`config.mk`:
```
export PLATFORM = sky130hd
export DESIGN_NAME = cpu_arith_flags_unit_flat
export DESIGN_NICKNAME = d
export VERILOG_FILES = /design/src/hdl/cafu_pkg.sv /design/src/hdl/cafu_if.sv /design/src/hdl/cafu_alu.sv /design/src/hdl/cpu_arith_flags_unit.sv /design/src/flat_wrapper.sv
export VERILOG_INCLUDE_DIRS = /design/src /design/src/hdl
export SDC_FILE = /design/constraint.sdc
export NUM_CORES = 1
export LEC_CHECK = 0
export ABC_AREA = 1
export BUFFER_PORTS_ARGS = -buffer_cell sky130_fd_sc_hd__buf_2
export CAP_MARGIN = 20
export CORE_UTILIZATION = 50
export CTS_CLUSTER_SIZE = 24
export DETAILED_ROUTE_END_ITERATION = 16
export PLACE_DENSITY = 0.7
export SYNTH_ARGS = -nofsm -noshare
export SYNTH_HDL_FRONTEND = slang
export SYNTH_HIERARCHICAL = 1
export SYNTH_SLANG_ARGS = --single-unit
```
`constraint.sdc`:
```
create_clock -name clk -period 5.37 [get_ports clk]
set_input_delay 0.2685 -clock clk [delete_from_list [all_inputs] [get_ports clk]]
set_output_delay 0.2685 -clock clk [all_outputs]
set_load 0.005 [all_outputs]
```
`src/hdl/cpu_arith_flags_unit_assert.svh`:
```
// assertion macros shared by the arithmetic flags unit rtl
// no dependencies; included by files that carry concurrent checks
`ifndef CPU_ARITH_FLAGS_UNIT_ASSERT_SVH
`define CPU_ARITH_FLAGS_UNIT_ASSERT_SVH

// property checked on every clock edge outside reset
`define CAFU_ASSERT(lbl, clk, rst, prop) \
  lbl: assert property (@(posedge clk) disable iff (rst) prop) \
    else $error("cafu assertion failed");

// property checked on every clock edge, reset included
`define CAFU_ASSERT_ALWAYS(lbl, clk, prop) \
  lbl: assert property (@(posedge clk) prop) \
    else $error("cafu assertion failed (no reset gate)");

`endif

```
`src/hdl/cafu_pkg.sv`:
```
// package for the arithmetic flags unit: operation codes and payload structs
// no dependencies; used by cafu_alu and cpu_arith_flags_unit
`timescale 1ns / 1ps

package cafu_pkg;

  localparam int CmdWidth  = 4;
  localparam int WordWidth = 16;
  localparam int ByteWidth = 8;

  typedef enum logic [CmdWidth-1:0] {
    CMD_INC8   = 4'd0,
    CMD_DEC8   = 4'd1,
    CMD_INC16  = 4'd2,
    CMD_DEC16  = 4'd3,
    CMD_ADD8   = 4'd4,
    CMD_SUB8   = 4'd5,
    CMD_ADD16  = 4'd6,
    CMD_ADC8   = 4'd7,
    CMD_ADD_SP = 4'd8
  } cafu_cmd_t;

  typedef struct packed {
    logic zero;
    logic subtract;
    logic half;
    logic carry;
  } cafu_flags_t;

  typedef struct packed {
    logic [CmdWidth-1:0]  cmd;
    logic [WordWidth-1:0] operand_a;
    logic [WordWidth-1:0] operand_b;
    cafu_flags_t          flags;
  } cafu_op_t;

  typedef struct packed {
    logic [WordWidth-1:0] result;
    cafu_flags_t          flags;
  } cafu_res_t;

endpackage

```
`src/hdl/cafu_if.sv`:
```
// valid/ready channel interfaces for operation and result beats
// no dependencies; instanced by whoever connects cpu_arith_flags_unit
`timescale 1ns / 1ps

interface cafu_op_if;
  logic        valid;
  logic        ready;
  logic [3:0]  cmd;
  logic [15:0] operand_a;
  logic [15:0] operand_b;
  logic        zero_in;
  logic        subtract_in;
  logic        half_in;
  logic        carry_in;

  modport source (
    output valid, cmd, operand_a, operand_b, zero_in, subtract_in, half_in, carry_in,
    input  ready
  );
  modport sink (
    input  valid, cmd, operand_a, operand_b, zero_in, subtract_in, half_in, carry_in,
    output ready
  );
endinterface

interface cafu_res_if;
  logic        valid;
  logic        ready;
  logic [15:0] result;
  logic        zero_flag;
  logic        subtract_flag;
  logic        half_carry_flag;
  logic        carry_flag;

  modport source (
    output valid, result, zero_flag, subtract_flag, half_carry_flag, carry_flag,
    input  ready
  );
  modport sink (
    input  valid, result, zero_flag, subtract_flag, half_carry_flag, carry_flag,
    output ready
  );
endinterface

```
`src/hdl/cafu_alu.sv`:
```
// combinational add/sub/inc/dec datapath with flag generation
// depends on cafu_pkg
`timescale 1ns / 1ps

module cafu_alu (
  input  cafu_pkg::cafu_op_t  op,
  output cafu_pkg::cafu_res_t res
);
  import cafu_pkg::*;

  logic [ByteWidth-1:0] a8;
  logic [ByteWidth-1:0] b8;
  logic                 add_cin;
  logic [ByteWidth:0]   sum8;
  logic [4:0]           sum4;
  logic [ByteWidth:0]   diff8;
  logic [ByteWidth-1:0] inc8;
  logic [ByteWidth-1:0] dec8;
  logic [WordWidth:0]   sum16;
  logic [12:0]          sum12;
  logic [WordWidth-1:0] sp_sum;

  assign a8 = op.operand_a[ByteWidth-1:0];
  assign b8 = op.operand_b[ByteWidth-1:0];

  // one byte adder serves add8, adc8 and the low-byte flags of add sp
  assign add_cin = (op.cmd == CMD_ADC8) ? op.flags.carry : 1'b0;
  assign sum8  = {1'b0, a8} + {1'b0, b8} + {{ByteWidth{1'b0}}, add_cin};
  assign sum4  = {1'b0, a8[3:0]} + {1'b0, b8[3:0]} + {4'd0, add_cin};
  assign diff8 = {1'b0, a8} - {1'b0, b8};
  assign inc8  = a8 + 8'd1;
  assign dec8  = a8 - 8'd1;
  assign sum16 = {1'b0, op.operand_a} + {1'b0, op.operand_b};
  assign sum12 = {1'b0, op.operand_a[11:0]} + {1'b0, op.operand_b[11:0]};
  assign sp_sum = op.operand_a + {{ByteWidth{b8[7]}}, b8};

  always_comb begin
    res.result = '0;
    res.flags  = op.flags;
    unique case (op.cmd)
      CMD_INC8: begin
        res.result         = {8'd0, inc8};
        res.flags.zero     = (inc8 == 8'd0);
        res.flags.subtract = 1'b0;
        res.flags.half     = (a8[3:0] == 4'hF);
      end
      CMD_DEC8: begin
        res.result         = {8'd0, dec8};
        res.flags.zero     = (dec8 == 8'd0);
        res.flags.subtract = 1'b1;
        res.flags.half     = (a8[3:0] == 4'h0);
      end
      CMD_INC16: res.result = op.operand_a + 16'd1;
      CMD_DEC16: res.result = op.operand_a - 16'd1;
      CMD_ADD8, CMD_ADC8: begin
        res.result         = {8'd0, sum8[ByteWidth-1:0]};
        res.flags.zero     = (sum8[ByteWidth-1:0] == 8'd0);
        res.flags.subtract = 1'b0;
        res.flags.half     = sum4[4];
        res.flags.carry    = sum8[ByteWidth];
      end
      CMD_SUB8: begin
        res.result         = {8'd0, diff8[ByteWidth-1:0]};
        res.flags.zero     = (diff8[ByteWidth-1:0] == 8'd0);
        res.flags.subtract = 1'b1;
        res.flags.half     = (a8[3:0] < b8[3:0]);
        res.flags.carry    = diff8[ByteWidth];
      end
      CMD_ADD16: begin
        res.result         = sum16[WordWidth-1:0];
        res.flags.subtract = 1'b0;
        res.flags.half     = sum12[12];
        res.flags.carry    = sum16[WordWidth];
      end
      CMD_ADD_SP: begin
        // flags from the unsigned low byte, not the sign-extended sum
        res.result         = sp_sum;
        res.flags.zero     = 1'b0;
        res.flags.subtract = 1'b0;
        res.flags.half     = sum4[4];
        res.flags.carry    = sum8[ByteWidth];
      end
      default: begin
        res.result = '0;
        res.flags  = op.flags;
      end
    endcase
  end

endmodule

```
`src/hdl/cpu_arith_flags_unit.sv`:
```
// channel    | dir  | beat contents
// op_chan    | in   | cmd, operand_a, operand_b, zero_in, subtract_in, half_in, carry_in
// res_chan   | out  | result, zero_flag, subtract_flag, half_carry_flag, carry_flag
//
// one beat in per cycle while the result side is not stalled, one result beat out per op beat, passing through
// an input register, the cafu_alu datapath, then the result register.
// rst is synchronous and clears both stage valid bits; payload is not reset.
// a stalled result register holds the input register, and op_chan.ready drops
// only when both stages are full and res_chan.ready is low.
// depends on cafu_pkg, cafu_if, cafu_alu and cpu_arith_flags_unit_assert.svh
`timescale 1ns / 1ps
`include "cpu_arith_flags_unit_assert.svh"

module cpu_arith_flags_unit (
  input logic       clk,
  input logic       rst,
  cafu_op_if.sink   op_chan,
  cafu_res_if.source res_chan
);
  import cafu_pkg::*;

  logic      s1_valid;
  cafu_op_t  s1_op;
  logic      s2_valid;
  cafu_res_t s2_res;
  cafu_res_t alu_res;
  logic      s1_ready;
  logic      s2_ready;
  logic      s1_valid_next;
  logic      s2_valid_next;

  assign s2_ready = !s2_valid || res_chan.ready;
  assign s1_ready = !s1_valid || s2_ready;
  assign op_chan.ready = s1_ready;

  assign s1_valid_next = s1_ready ? op_chan.valid : s1_valid;
  assign s2_valid_next = s2_ready ? s1_valid : s2_valid;

  always_ff @(posedge clk) begin
    if (rst) begin
      s1_valid <= 1'b0;
      s2_valid <= 1'b0;
    end else begin
      s1_valid <= s1_valid_next;
      s2_valid <= s2_valid_next;
    end
  end

  always_ff @(posedge clk) begin
    if (s1_ready && op_chan.valid) begin
      s1_op.cmd            <= op_chan.cmd;
      s1_op.operand_a      <= op_chan.operand_a;
      s1_op.operand_b      <= op_chan.operand_b;
      s1_op.flags.zero     <= op_chan.zero_in;
      s1_op.flags.subtract <= op_chan.subtract_in;
      s1_op.flags.half     <= op_chan.half_in;
      s1_op.flags.carry    <= op_chan.carry_in;
    end
  end

  cafu_alu u_alu (
    .op  (s1_op),
    .res (alu_res)
  );

  always_ff @(posedge clk) begin
    if (s2_ready && s1_valid) begin
      s2_res <= alu_res;
    end
  end

  assign res_chan.valid           = s2_valid;
  assign res_chan.result          = s2_res.result;
  assign res_chan.zero_flag       = s2_res.flags.zero;
  assign res_chan.subtract_flag   = s2_res.flags.subtract;
  assign res_chan.half_carry_flag = s2_res.flags.half;
  assign res_chan.carry_flag      = s2_res.flags.carry;

  // a full input stage moves into the result register whenever it has room
  `CAFU_ASSERT(a_s1_advances, clk, rst, (s1_valid && s2_ready) |=> s2_valid)
  // a blocked input stage keeps its beat
  `CAFU_ASSERT(a_s1_holds, clk, rst, (s1_valid && !s2_ready) |=> (s1_valid && $stable(s1_op)))
  // back pressure upstream only when both stages are full and stalled
  `CAFU_ASSERT(a_ready_low_full, clk, rst,
    !op_chan.ready |-> (s1_valid && s2_valid && !res_chan.ready))
  // the cycle after reset both stages are empty
  `CAFU_ASSERT_ALWAYS(a_reset_empty, clk, rst |=> (!s1_valid && !s2_valid))

endmodule
```
`src/flat_wrapper.sv`:
```
// flat-port wrapper written by rule: the top's interface ports become plain ports
module cpu_arith_flags_unit_flat import cafu_pkg::*;
  (clk, rst, op_chan_valid, op_chan_cmd, op_chan_operand_a, op_chan_operand_b, op_chan_zero_in, op_chan_subtract_in, op_chan_half_in, op_chan_carry_in, op_chan_ready, res_chan_valid, res_chan_result, res_chan_zero_flag, res_chan_subtract_flag, res_chan_half_carry_flag, res_chan_carry_flag, res_chan_ready);
  cafu_op_if op_chan_i ();
  cafu_res_if res_chan_i ();
  input logic clk;
  input logic rst;
  input wire logic [$bits(op_chan_i.valid)-1:0] op_chan_valid;
  input wire logic [$bits(op_chan_i.cmd)-1:0] op_chan_cmd;
  input wire logic [$bits(op_chan_i.operand_a)-1:0] op_chan_operand_a;
  input wire logic [$bits(op_chan_i.operand_b)-1:0] op_chan_operand_b;
  input wire logic [$bits(op_chan_i.zero_in)-1:0] op_chan_zero_in;
  input wire logic [$bits(op_chan_i.subtract_in)-1:0] op_chan_subtract_in;
  input wire logic [$bits(op_chan_i.half_in)-1:0] op_chan_half_in;
  input wire logic [$bits(op_chan_i.carry_in)-1:0] op_chan_carry_in;
  output wire logic [$bits(op_chan_i.ready)-1:0] op_chan_ready;
  output wire logic [$bits(res_chan_i.valid)-1:0] res_chan_valid;
  output wire logic [$bits(res_chan_i.result)-1:0] res_chan_result;
  output wire logic [$bits(res_chan_i.zero_flag)-1:0] res_chan_zero_flag;
  output wire logic [$bits(res_chan_i.subtract_flag)-1:0] res_chan_subtract_flag;
  output wire logic [$bits(res_chan_i.half_carry_flag)-1:0] res_chan_half_carry_flag;
  output wire logic [$bits(res_chan_i.carry_flag)-1:0] res_chan_carry_flag;
  input wire logic [$bits(res_chan_i.ready)-1:0] res_chan_ready;
  assign op_chan_i.valid = op_chan_valid;
  assign op_chan_i.cmd = op_chan_cmd;
  assign op_chan_i.operand_a = op_chan_operand_a;
  assign op_chan_i.operand_b = op_chan_operand_b;
  assign op_chan_i.zero_in = op_chan_zero_in;
  assign op_chan_i.subtract_in = op_chan_subtract_in;
  assign op_chan_i.half_in = op_chan_half_in;
  assign op_chan_i.carry_in = op_chan_carry_in;
  assign op_chan_ready = op_chan_i.ready;
  assign res_chan_valid = res_chan_i.valid;
  assign res_chan_result = res_chan_i.result;
  assign res_chan_zero_flag = res_chan_i.zero_flag;
  assign res_chan_subtract_flag = res_chan_i.subtract_flag;
  assign res_chan_half_carry_flag = res_chan_i.half_carry_flag;
  assign res_chan_carry_flag = res_chan_i.carry_flag;
  assign res_chan_i.ready = res_chan_ready;
  cpu_arith_flags_unit u_core (.clk(clk), .rst(rst), .op_chan(op_chan_i), .res_chan(res_chan_i));
endmodule
```
== After elaboration in Yosys (flattened, before gate mapping) ==
Index checks and enable logic that the tools add are counted.
Widths: inputs -> output; s select.

* Bits in registers: 62

* $lt $le $gt $ge: 1
* Multiplexer cells: 5
* Reduce and logical (&&, ||, !) cells: 14
* Add/sub/neg operators: 12
* Equal/unequal tests: 9

{| class="wikitable"
|+ Operators with widths
! cell !! number
|-
| $pmux 16 s8 || 1
|-
| $logic_not 8->1 || 4
|-
| $add 16x16->17 || 1
|-
| $add 16x1->16 const B || 1
|-
| $add 16x16->16 || 1
|-
| $eq 4x3->1 const B || 4
|-
| $sub 16x1->16 const B || 1
|-
| $add 12x12->13 || 1
|-
| $pmux 2 s5 || 1
|-
| $add 8x8->9 || 1
|-
| $add 9x1->9 || 1
|-
| $sub 8x8->9 || 1
|-
| $add 8x1->8 const B || 1
|-
| $eq 4x2->1 const B || 2
|-
| $eq 4x4->1 const B || 2
|-
| $logic_not 4->1 || 2
|-
| $sub 8x1->8 const B || 1
|-
| $add 4x4->5 || 1
|-
| $add 5x1->5 || 1
|-
| $pmux 1 s5 || 1
|-
| $eq 4x1->1 const B || 1
|-
| $lt 4x4->1 || 1
|-
| $pmux 1 s3 || 1
|-
| $reduce_or 3->1 || 1
|-
| 5 further kinds || 8
|}

== Longest topological paths before layout ==
* Depth in word-level cells: 5
* Mapped depth: 20
* Depth with buffers taken out: 20

== Hierarchy ==
The synthesis kept the hierarchy.

{| class="wikitable"
|+ Modules (own cells, without submodules)
! module !! cells an instance !! area each (um2) !! instances
|-
| cafu_alu || 577 || 3178.0 || 1
|-
| cpu_arith_flags_unit || 72 || 1893.1 || 1
|}

== Worst setup path before layout ==
No wires, ideal clock.

* Path type: register to register
* From: register u_core/s1_op[36] in the netlist's numbering
* To: register u_core.s2_res, in the netlist u_core/res_chan.result[14], data pin
* Cell stages (with the launch flop): 16
* Arrival: 2.320 ns
* Library setup time: 0.256 ns
* Required time: 5.114 ns
* Path buffers: 0
* Setup slack: 2.794 ns
* Clock period less this slack: 2.576 ns
* Cells stage by stage: edfxtp_1 nor2_2 nand2_1 inv_1 a21oi_1 fa_1 nor3_1 nor2_1 nor2_1 nand2_1 nor2_1 nand2_1 nand3_2 nand2_1 nand3_1 nand2_1

{| class="wikitable"
|+ RTL lines
! element !! RTL line !! text
|-
| start: declaration || cpu_arith_flags_unit.sv:23 || <nowiki>cafu_op_t s1_op;</nowiki>
|-
| end signal: assignment || cpu_arith_flags_unit.sv:68 || <nowiki>s2_res <= alu_res;</nowiki>
|-
| end: declaration || cpu_arith_flags_unit.sv:25 || <nowiki>cafu_res_t s2_res;</nowiki>
|}

==> impl_metrics.yaml <==
clocking:
  insertion_delay_ns: 0.36
  cts_tree: "done"
  htree_levels: 3
  cts_root_buf: "clkbuf_8"
  numCtsBuffers: 9
  cts_sinks: 62
  ctsLongestPathBuffers: 2
  clk_pin_slew_ns: 0.08
  postCtsHoldBufs: 0
  post_cts_resized: 0
  cts_setup_buffers: 0
setup_path:
  critPathSlowestCell: "edfxtp_1"
  crit_family: "simple AND/OR/NAND/NOR gates"
  cpPeakStageDelay_ns: 0.48
  crit_chain: "nor2_1, nand4_1, fa_1, inv_1, fa_1, inv_1, o21ai_0, xor2_1, nor2_1, nor3_1, o211ai_1"
  end_kind: "flop"
  critPathMaxFanout: 4
  critical_path_class: "reg -> reg"
  crit_buf_inv: 2
  critPathArrivalTime_ns: 3.16
  required_ns: 5.46
  cp-start-kind: "flop"
power_and_ir_drop:
  p_per_area_nw_per_um2: 238.4
  power.net_switching_uw: 461.3
  seq_power_share: 0.438
  power.internal_uw: 898.5
  power_switching_share: 0.3392
  pwr-share-comb: 0.251
  vdd.ir_drop.worst_uv: 166.0
  p_leak_uw: 0.002716
  clkPwrFrac: 0.311
cells_and_area:
  multi_input_area_um2: 2768
  nets: 803
  postLayoutCellArea_um2: 5703
  mostFrequentLayoutCell: "nand2_1"
  final_cell_mix: "nand2_1 (134), inv_1 (101), buf_2 (65)"
  post-route-util: 0.5808
  num-fill-cells: 974
  final-seq-area_um2: 1842
  area_growth_syn_to_layout_pct: 12.46
  insertedDiodeCount: 0
  drive_above_1_share: 0.1524
floorplan:
  die_h_um: 102.7
  start_util: 0.5164
  core_area_um2: 9819
  fp.dieW_um: 102.7
  row_count: 36
  ios: 66
  fp.dieArea_um2: 10550
synthesis:
  netlist_instances: 649
  ys_async_sr_fraction: 0
  ys_warn_count: 6
  ys_ff_latch: 62
  syn_avg_cell_area_um2: 7.814
  synthDistinctLibCells: 44
  synth_ff_type: "edfxtp_1"
  synth_top_area_frac: 0.3553
  synth_edf_count: 60
  ys_top_cells_by_area: "edfxtp_1 (36%), nand2_1 (9.9%), ha_1 (9.1%)"
  syn_nets: 735
  synth.cell_area_um2: 5071
  yosysTopAreaCell: "edfxtp_1"
  yosysSeqAreaShare: 0.3632
sta:
  slew_headroom: 0.3510
  finalSetupTns_ns: 0
  setup_viol_count_final: 0
  finalCritPeriodShare: 0.5729
  hold_viol_final: 0
  fmax_mhz: 325.0
  maxSlewViolCount: 0
  rsz0062_at_grt: "no"
  post-route-min-period_ns: 3.077
  tightestPinTransition_ns: 0.9700
  fin_skew_ns: 0.01210
  worst_slack_ns: 2.293
placement:
  gp_congestion: 1.011
  place_hpwl_mm: 11.18
  io_buffers: 65
  place_area_um2: 5507
  pre_cts_slack_ns: 2.369
global_routing:
  grt_pass1_wl_mm: 21.57
  track_usage: 0.2803
  grt_overflow_total: 0
  antenna_found_initial: 0
  grt_max_degree: 41
  grt_pass1_vias: 4257
detailed_routing:
  ant_nets: 0
  dr.pass1.iters: 5
  finalWirelength_mm: 14.04
  vias: 4709
  route.met3.wl_um: 993
  m1WireLength_mm: 6.843
  wl_met2_mm: 5.951
  drt_iter0_drc: 405
  top_layer: "met4"
  routedWlPerCell_um: 16.42
  route.detailed.drc: 0
  detail_route.vias_per_cell: 5.508
status:
  status: "finished clean"
worst_hold_path:
  hp-class: "in -> reg"
flow_run:
  cap_violations: 0
## sequential cells by signal, indices dropped and copies added, names as in the netlist
register / cells
u_core/res_chan.carry_flag: 1
u_core/res_chan.half_carry_flag: 1
u_core/res_chan.result: 16
u_core/res_chan.subtract_flag: 1
u_core/res_chan.valid: 1
u_core/res_chan.zero_flag: 1
u_core/s1_op: 40
u_core/s1_valid: 1
## power by group through the flow
| stage | clock network [uW] | registers, uW | logic [uW] |
|---|---|---|---|
| 3_5_place_dp | 0 | 606 | 330 |
| 3_3_place_gp | 0 | 605 | 326 |
| 4_1_cts | 431 | 595 | 332 |
| 2_1_floorplan | 0 | 597 | 234 |
| 6_report | 423 | 596 | 341 |
| 5_1_grt | 447 | 599 | 377 |
## final cells by class
cell class / count / share of cell area
Clock inverter: 7 / 0.01272
Tap cell: 133 / 0.02918
Sequential cell: 62 / 0.3229
Clock buffer: 9 / 0.02172
Timing Repair Buffer: 67 / 0.05968
Multi-Input combinational cell: 473 / 0.4853
Inverter: 104 / 0.06845
## per-layer routing
metal	up-vias	track usage
met5	-	0
met4	0	0.1077
met3	18	0.03322
met2	211	0.4169
met1	2161	0.4148
li1	2319	-
## final timing paths
| check | slack [ns] | cells after the start | to | from |
|---|---|---|---|---|
| hold reg to reg | 0.53 | 2 | u_core/res_chan.valid | u_core/res_chan.valid |
| setup / recovery | 2.29 | 11 | u_core/res_chan.result[4] | u_core/s1_op[39] |
| setup reg to reg | 2.29 | 11 | u_core/res_chan.result[4] | u_core/s1_op[39] |
| hold / removal | 0.08 | 1 | u_core/s1_op[14] | op_chan_operand_b[10] |
## Yosys cell counts (all sizes together) (3+ instances only)
cell / number
a21oi: 42
a22oi: 4
buf: 10
edfxtp: 60
fa: 5
ha: 37
inv: 104
nand2: 144
nand3: 49
nand3b: 6
nand4: 9
nor2: 65
nor3: 17
o2111ai: 3
o211ai: 4
o21ai: 39
o21bai: 4
o22ai: 7
xor2: 23
## through the flow
step / total power, uW / instances / hold WS (ns)
after floorplan: 831.3 / 649 / 0.3309
after global placement: 931.7 / 839 / 0.4444
after detailed placement: 936.2 / 839 / 0.4466
after CTS: 1358 / 855 / 0.06571
after global routing: 1424 / 855 / 0.07180
final: 1360 / 855 / 0.07914
## cell families after synthesis
family,share of synthesized area
AND/OR/NAND/NOR,0.2630
buffers and inverters,0.09178
AO/OA/AOI/OAI,0.1278
flip-flops,0.3632
adder cells (fa/ha/maj),0.1110
XOR/XNOR,0.04318
(Power assumes the default switching activity.)
